File: src/hw/rtl/vibp_pkg.sv
`timescale 1ns / 1ps

package vibp_pkg;

    // 7-bit character codes used by the parser
    localparam logic [6:0] CH_BS    = 7'h08;
    localparam logic [6:0] CH_HT    = 7'h09;
    localparam logic [6:0] CH_LF    = 7'h0A;
    localparam logic [6:0] CH_VT    = 7'h0B;
    localparam logic [6:0] CH_CR    = 7'h0D;
    localparam logic [6:0] CH_SEP   = 7'h13;
    localparam logic [6:0] CH_CAN   = 7'h18;
    localparam logic [6:0] CH_ESC   = 7'h1B;
    localparam logic [6:0] CH_RS    = 7'h1E;
    localparam logic [6:0] CH_US    = 7'h1F;
    localparam logic [6:0] CH_SPACE = 7'h20;
    localparam logic [6:0] CH_ESC3  = 7'h3B;
    localparam logic [6:0] CH_ESC1  = 7'h40;
    localparam logic [6:0] CH_DEL   = 7'h7F;

    // Number of parameter bytes in the three-byte escape form
    localparam logic [1:0] ESC3_LEN = 2'd3;
    // Bytes held before the last one of the three-byte form arrives
    localparam logic [1:0] CAP_LAST = 2'd2;

    typedef enum logic [1:0] {
        PH_IDLE = 2'd0,
        PH_ESC  = 2'd1,
        PH_COLL = 2'd2
    } phase_t;

    typedef enum logic [1:0] {
        KIND_CHAR = 2'd0,
        KIND_CTRL = 2'd1,
        KIND_SEP  = 2'd2,
        KIND_ESC  = 2'd3
    } kind_t;

    // Control state of the parser
    typedef struct packed {
        phase_t     phase;
        logic       sep_pending;
        logic [1:0] cap_count;
    } ctl_t;

    // One parsed event
    typedef struct packed {
        kind_t      kind;
        logic [6:0] code;
        logic [2:0] sep_row;
        logic [3:0] sep_col;
        logic [1:0] esc_count;
        logic [6:0] esc_byte0;
        logic [6:0] esc_byte1;
        logic [6:0] esc_byte2;
    } evt_t;

    // Capture write request toward the escape byte store
    typedef struct packed {
        logic       we;
        logic       idx;
        logic [6:0] data;
    } cap_wr_t;

endpackage

File: src/hw/rtl/vibp_decode.sv
`timescale 1ns / 1ps

// Combinational classifier: one byte plus current state in, next state and
// an optional event out.
module vibp_decode (
    input  logic [7:0]       rx_byte,
    input  vibp_pkg::ctl_t   ctl,
    input  logic [6:0]       cap0,
    input  logic [6:0]       cap1,
    output vibp_pkg::ctl_t   ctl_next,
    output vibp_pkg::cap_wr_t cap_wr,
    output logic             emit,
    output vibp_pkg::evt_t   evt
);

    logic [6:0] c;

    // parity bit dropped
    assign c = rx_byte[6:0];

    always_comb begin
        ctl_next    = ctl;
        cap_wr.we   = 1'b0;
        cap_wr.idx  = ctl.cap_count[0];
        cap_wr.data = c;
        emit        = 1'b0;
        evt         = '0;

        unique case (ctl.phase)
            vibp_pkg::PH_ESC: begin
                if (c == vibp_pkg::CH_ESC3) begin
                    ctl_next.phase     = vibp_pkg::PH_COLL;
                    ctl_next.cap_count = 2'd0;
                end else begin
                    ctl_next.phase = vibp_pkg::PH_IDLE;
                    // one-byte escape; anything below 0x40 is dropped
                    if (c >= vibp_pkg::CH_ESC1) begin
                        emit      = 1'b1;
                        evt.kind  = vibp_pkg::KIND_ESC;
                        evt.code  = c;
                    end
                end
            end
            vibp_pkg::PH_COLL: begin
                if (ctl.cap_count < vibp_pkg::CAP_LAST) begin
                    cap_wr.we          = 1'b1;
                    ctl_next.cap_count = ctl.cap_count + 2'd1;
                end else begin
                    emit               = 1'b1;
                    evt.kind           = vibp_pkg::KIND_ESC;
                    evt.code           = vibp_pkg::CH_ESC3;
                    evt.esc_count      = vibp_pkg::ESC3_LEN;
                    evt.esc_byte0      = cap0;
                    evt.esc_byte1      = cap1;
                    evt.esc_byte2      = c;
                    ctl_next.phase     = vibp_pkg::PH_IDLE;
                    ctl_next.cap_count = 2'd0;
                end
            end
            default: begin
                // idle, and the unused phase code folds to idle
                ctl_next.phase = vibp_pkg::PH_IDLE;
                if (ctl.sep_pending) begin
                    ctl_next.sep_pending = 1'b0;
                    emit        = 1'b1;
                    evt.kind    = vibp_pkg::KIND_SEP;
                    evt.code    = c;
                    evt.sep_row = c[6:4];
                    evt.sep_col = c[3:0];
                end else begin
                    unique case (c) inside
                        vibp_pkg::CH_HT, vibp_pkg::CH_VT, vibp_pkg::CH_CAN,
                        vibp_pkg::CH_RS, vibp_pkg::CH_US, vibp_pkg::CH_DEL: begin
                            // editing controls: consumed silently
                        end
                        vibp_pkg::CH_ESC: begin
                            ctl_next.phase = vibp_pkg::PH_ESC;
                        end
                        vibp_pkg::CH_SEP: begin
                            ctl_next.sep_pending = 1'b1;
                        end
                        vibp_pkg::CH_BS, vibp_pkg::CH_LF, vibp_pkg::CH_CR: begin
                            emit     = 1'b1;
                            evt.kind = vibp_pkg::KIND_CHAR;
                            evt.code = c;
                        end
                        default: begin
                            emit     = 1'b1;
                            evt.kind = (c < vibp_pkg::CH_SPACE) ? vibp_pkg::KIND_CTRL
                                                                : vibp_pkg::KIND_CHAR;
                            evt.code = c;
                        end
                    endcase
                end
            end
        endcase
    end

endmodule

File: src/hw/rtl/videotex_input_byte_parser.sv
`timescale 1ns / 1ps

// Received-byte parser for a videotex terminal link. Each byte taken on the
// s_ channel has its parity bit stripped and is classified into at most one
// event (character, control, separator or escape sequence) on the m_ channel;
// ESC, SEP, editing controls, leading escape bytes and one-byte escapes below
// 0x40 give no event. A byte passes an input register, one level of decode
// logic and an output register; a byte is taken every cycle and its event is
// registered as it leaves the input; only back-pressure on m_ready slows it.
module videotex_input_byte_parser (
    input  logic       aclk,
    input  logic       aresetn,
    input  logic       s_valid,
    output logic       s_ready,
    input  logic [7:0] s_rx_byte,
    output logic       m_valid,
    input  logic       m_ready,
    output logic [1:0] m_event_kind,
    output logic [6:0] m_event_code,
    output logic [2:0] m_sep_row,
    output logic [3:0] m_sep_col,
    output logic [1:0] m_esc_count,
    output logic [6:0] m_esc_byte0,
    output logic [6:0] m_esc_byte1,
    output logic [6:0] m_esc_byte2
);

    logic              in_valid_reg;
    logic [7:0]        in_byte_reg;
    vibp_pkg::ctl_t    ctl_reg;
    vibp_pkg::ctl_t    ctl_next;
    logic [6:0]        cap_reg [2];
    vibp_pkg::cap_wr_t cap_wr;
    logic              emit;
    vibp_pkg::evt_t    evt;
    logic              out_valid_reg;
    vibp_pkg::evt_t    out_evt_reg;
    logic              advance;

    // Held byte moves on whenever the result slot is free or being emptied
    assign advance = in_valid_reg && (!out_valid_reg || m_ready);
    assign s_ready = !in_valid_reg || advance;

    // Input register
    always_ff @(posedge aclk) begin
        if (!aresetn) begin
            in_valid_reg <= 1'b0;
        end else if (s_ready) begin
            in_valid_reg <= s_valid;
        end
        if (s_valid && s_ready) begin
            in_byte_reg <= s_rx_byte;
        end
    end

    vibp_decode u_decode (
        .rx_byte  (in_byte_reg),
        .ctl      (ctl_reg),
        .cap0     (cap_reg[0]),
        .cap1     (cap_reg[1]),
        .ctl_next (ctl_next),
        .cap_wr   (cap_wr),
        .emit     (emit),
        .evt      (evt)
    );

    // Parser state
    always_ff @(posedge aclk) begin
        if (!aresetn) begin
            ctl_reg.phase       <= vibp_pkg::PH_IDLE;
            ctl_reg.sep_pending <= 1'b0;
            ctl_reg.cap_count   <= 2'd0;
        end else if (advance) begin
            ctl_reg <= ctl_next;
        end
    end

    // Escape parameter bytes, always written before read
    always_ff @(posedge aclk) begin
        if (advance && cap_wr.we) begin
            cap_reg[cap_wr.idx] <= cap_wr.data;
        end
    end

    // Output register
    always_ff @(posedge aclk) begin
        if (!aresetn) begin
            out_valid_reg <= 1'b0;
        end else if (advance) begin
            out_valid_reg <= emit;
        end else if (m_ready) begin
            out_valid_reg <= 1'b0;
        end
        if (advance && emit) begin
            out_evt_reg <= evt;
        end
    end

    assign m_valid      = out_valid_reg;
    assign m_event_kind = out_evt_reg.kind;
    assign m_event_code = out_evt_reg.code;
    assign m_sep_row    = out_evt_reg.sep_row;
    assign m_sep_col    = out_evt_reg.sep_col;
    assign m_esc_count  = out_evt_reg.esc_count;
    assign m_esc_byte0  = out_evt_reg.esc_byte0;
    assign m_esc_byte1  = out_evt_reg.esc_byte1;
    assign m_esc_byte2  = out_evt_reg.esc_byte2;

    // Capture count never goes past the two stored bytes
    a_cap_range: assert property (@(posedge aclk) disable iff (!aresetn)
        ctl_reg.cap_count != 2'd3)
        else $error("capture count out of range");

    // A pending separator only exists while the escape machine is idle
    a_sep_idle: assert property (@(posedge aclk) disable iff (!aresetn)
        ctl_reg.sep_pending |-> ctl_reg.phase == vibp_pkg::PH_IDLE)
        else $error("separator pending during escape");

    // ESC 0x3B starts a fresh collection
    a_coll_start: assert property (@(posedge aclk) disable iff (!aresetn)
        advance && ctl_reg.phase == vibp_pkg::PH_ESC
            && in_byte_reg[6:0] == vibp_pkg::CH_ESC3
        |=> ctl_reg.phase == vibp_pkg::PH_COLL && ctl_reg.cap_count == 2'd0)
        else $error("collection did not start");

    // Leading collected bytes produce no transaction
    a_coll_quiet: assert property (@(posedge aclk) disable iff (!aresetn)
        advance && ctl_reg.phase == vibp_pkg::PH_COLL
            && ctl_reg.cap_count != vibp_pkg::CAP_LAST
        |=> !out_valid_reg)
        else $error("event emitted while collecting");

endmodule
File: config.mk
export PLATFORM = sky130hd
export DESIGN_NAME = videotex_input_byte_parser
export DESIGN_NICKNAME = d
export VERILOG_FILES = /design/src/hw/rtl/vibp_pkg.sv /design/src/hw/rtl/vibp_decode.sv /design/src/hw/rtl/videotex_input_byte_parser.sv
export SDC_FILE = /design/constraint.sdc
export NUM_CORES = 1
export LEC_CHECK = 0
export BUFFER_PORTS_ARGS = -buffer_cell sky130_fd_sc_hd__clkbuf_2
export CORE_MARGIN = 2
export CORE_UTILIZATION = 54
export DETAILED_ROUTE_END_ITERATION = 7
export PLACE_DENSITY = 0.77
export SLEW_MARGIN = 5
export SYNTH_ARGS = -nofsm -noshare
export SYNTH_HDL_FRONTEND = slang
export SYNTH_SLANG_ARGS = --single-unit
File: constraint.sdc
create_clock -name aclk -period 4.4 [get_ports aclk]
set_input_delay 0.44 -clock aclk [delete_from_list [all_inputs] [get_ports aclk]]
set_output_delay 0.44 -clock aclk [all_outputs]
set_load 0.1 [all_outputs]
==> metrics.md <==
| Metric | Value |
|---|---|
| Tcrit/Tclk final | 67.2% |
| Actual slew at the worst max-slew pin | between 1 and 1.5 ns |
| Post-synthesis adder-cell area fraction | less than 1% |
| Post-synthesis cell area | around 2700 um2 |
| Total GRT Usage | 19.6% |
| Synth cell count leaders | edfxtp_1, and3_1, nand2_1 |
| Clk network pwr share | between 30% and 40% |
| CTS root buf | clkbuf_8 |
| Synth top area share | 64.5% |
| Routability cong. | approximately 0.84 |
| Max frequency | ~340 MHz |
| Worst slack, placed | about 1.5 ns |
| Worst EP required | ~4.4 ns |
| Biggest area consumer among synthesized cells | edfxtp_1 |
| Drt wl/cell | approximately 15 um |
| Setup TNS Final | 0 ns |
| Hold crit path type | in -> reg |
| Run status | finished, final reports clean |
| R2R cell count | 6 |
| H-tree levels | 3 |
| Post-synth ARST share | 0% |
| Diodes inserted | 0 |
| Post-Synthesis Cells | 194 |
| # hold bufs at CTS | 0 |
| Crit-path max FO | 38 |
| ANT nets after route | 0 |
| Core area | just under 5000 um2 |
| Post-Syn Area per Cell | roughly 14 um2 |
| DRC | 0 |
| Count of cell types in the netlist | between 40 and 50 |
| Startpoint Class | register |
| EDFF count, synth | 59 |
| Final Max Tran Viols | 0 |
| PortBufs | 51 |
| Hold depth | 1 |
| Vias in the first global route | between 1500 and 2000 |
| Clock Sinks | 66 |
| Global-route wire length before repair | between 7 and 8 mm |
| DRT Wirelength | 4.89 mm |
| Max reg flops | 14 |
| Part of the power in combinational logic | under 10% |
| GRT met2 Usage | between 20 and 30% |
| Length of the first detailed-routing pass in iterations | 4 |
| Met3 Resource Use GR | 5.03% |
| R2r setup slk | around 1.4 ns |
| Final hold violation count | 0 |
| Psw | 345 uW |
| Leak pwr | approximately 0.0013 uW |
| Compound-cell area share of the yosys netlist | slightly above 8% |
| Final setup fails | 0 |
| Initial antenna violation count | 0 |
| Final clock skew | around 0.008 ns |
| Post-synthesis mux area share | roughly 1.3% |
| Met1 Resource Use GR | roughly 26% |
| Max Root-Sink Buffers | 2 |
| GR peak layer | met2 |
| Int Pwr | around 1100 uW |
| Synthesized-area fraction occupied by and/or/nand/nor cells | between 10% and 20% |
| Die Height | between 70 and 80 um |
| Largest net degree at the start of global routing | 39 |
| CTS tree | built |
| Post-synthesis xor/xnor area fraction | 0% |
| Relative slew slack | between 20 and 30% |
| Count leader, synth | edfxtp_1 |
| RSZ-0062 raised after global routing | false |
| Worst Slack Setup Final | ~1.4 ns |
| CTS clock-pin slew for the worst setup and hold paths | around 0.07 ns |
| Via count | between 1500 and 2000 |
| #FFs+latches synth | 66 |
| Rows | 25 |
| Power Density | roughly 430 nW/um2 |
| Post-CTS setup repair buffer count | 0 |
| Final cell area excluding filler cells | ~3200 um2 |
| Area growth syn-to-layout | 17.9% |
| Tmin final | about 3 ns |
| DPL Wire Length | a little over 3 mm |
| Via/cell ratio | approximately 5.5 |
| Post-DP Area | approximately 3000 um2 |
| Post-cts repair resize count | 0 |
| Chip Width | 75.3 um |
| Fin util | about two thirds |
| Type of the worst setup path | reg -> reg |
| CP Data Arrival Time | 2.92 ns |
| Count of nets after finishing | between 200 and 300 |
| Layout cells sized above 1 | between 30% and 40% |
| Critical Path Sink Type | register |
| Clock Latency Late Sink | roughly 0.34 ns |
| Inserted Clock Buffers | 9 |
| Max cap viols | 0 |
| Starting Density | 57.1% |
| Largest family of logic cells by synthesized area | simple AND/OR/NAND/NOR gates |
| Share of power burned in registers | 51.2% |
| Yosys warning count | 0 |
| Net count after synthesis | about 210 |
| Peak VDD IR | roughly 0.00029 V |
| 1st-iter DRT viols | 119 |
| Ys flop type | edfxtp_1 |
| Ports | 53 |
| Synth top area cells | edfxtp_1, dfxtp_1, and3_1 |
| Die area | between 5000 and 6000 um2 |
| Sw Ratio | 24.6% |
| Grt ovf | 0 |
| Seq/Total Area, Yosys | 69.5% |
## cells in the final DEF (no fill, tap or decap), types with 3 or more instances in the layout
| cell | count |
|---|---|
| clkbuf_2 | 51 |
| edfxtp_1 | 59 |
| nand3_1 | 5 |
| nor3_1 | 3 |
| or3_1 | 3 |
| dfxtp_1 | 7 |
| and2_1 | 8 |
| a311o_1 | 3 |
| a21oi_1 | 11 |
| nand2_1 | 14 |
| inv_1 | 4 |
| nor2b_1 | 4 |
| and3_1 | 22 |
| nand2b_1 | 3 |
| nor2_1 | 3 |
| clkbuf_8 | 10 |
## path summary, 6_finish.rpt
| check | from | endpoint |
|---|---|---|
| min | s_rx_byte[4] | in_byte_reg[4] |
| min reg2reg | ctl_reg[4] | ctl_reg[4] |
| max reg2reg | ctl_reg[3] | m_esc_byte2[6] |
| max | ctl_reg[3] | m_esc_byte2[6] |
## layout make-up
cell class / count / area [um2]
Clock buffer: 11 / 141
Clock inverter: 5 / 77.6
Fill cell: 369 / 1580
Inverter: 4 / 15.0
Multi-Input combinational cell: 112 / 757
Sequential cell: 66 / 1910
Tap cell: 67 / 83.8
Timing Repair Buffer: 51 / 255
## power groups by stage
stage          Clock, uW  Sequential (uW)  Combinational [uW]
6_report             550              716                 133
5_1_grt              576              718                 139
4_1_cts              560              716                 134
3_5_place_dp           0              730                 133
3_3_place_gp           0              729                 132
2_1_floorplan          0              803                37.1
## critical path, cell delays in order (launching register included)
cell,delay (ns)
dfxtp_1,0.33
inv_1,0.06
ha_1,0.62
nand2_1,0.28
a21oi_1,0.33
a31oi_1,0.14
nor2_4,0.81
## per-stage QoR
step	cells	power, uW	hold slack (ns)
final	316	1400	0.274
after global routing	316	1430	0.265
after CTS	316	1410	0.258
after detailed placement	300	863	0.469
after global placement	300	861	0.462
after floorplan	194	840	0.446
## metal layers
metal  wire (um)  vias to the layer above
met1        2030                      823
met2        2380                       78
met5           0                        -
li1            -                      828
met3         381                       13
met4          96                        0
## cells by family (layout without fill, tap and decap cells)
kind of cell / count (synthesis) / count (layout)
compound gates: 28 / 28
flops: 66 / 66
fa+ha+maj: 2 / 2
simple gates: 79 / 79
mux: 3 / 3
buf+inv: 16 / 71
(Power assumes the default switching activity.)
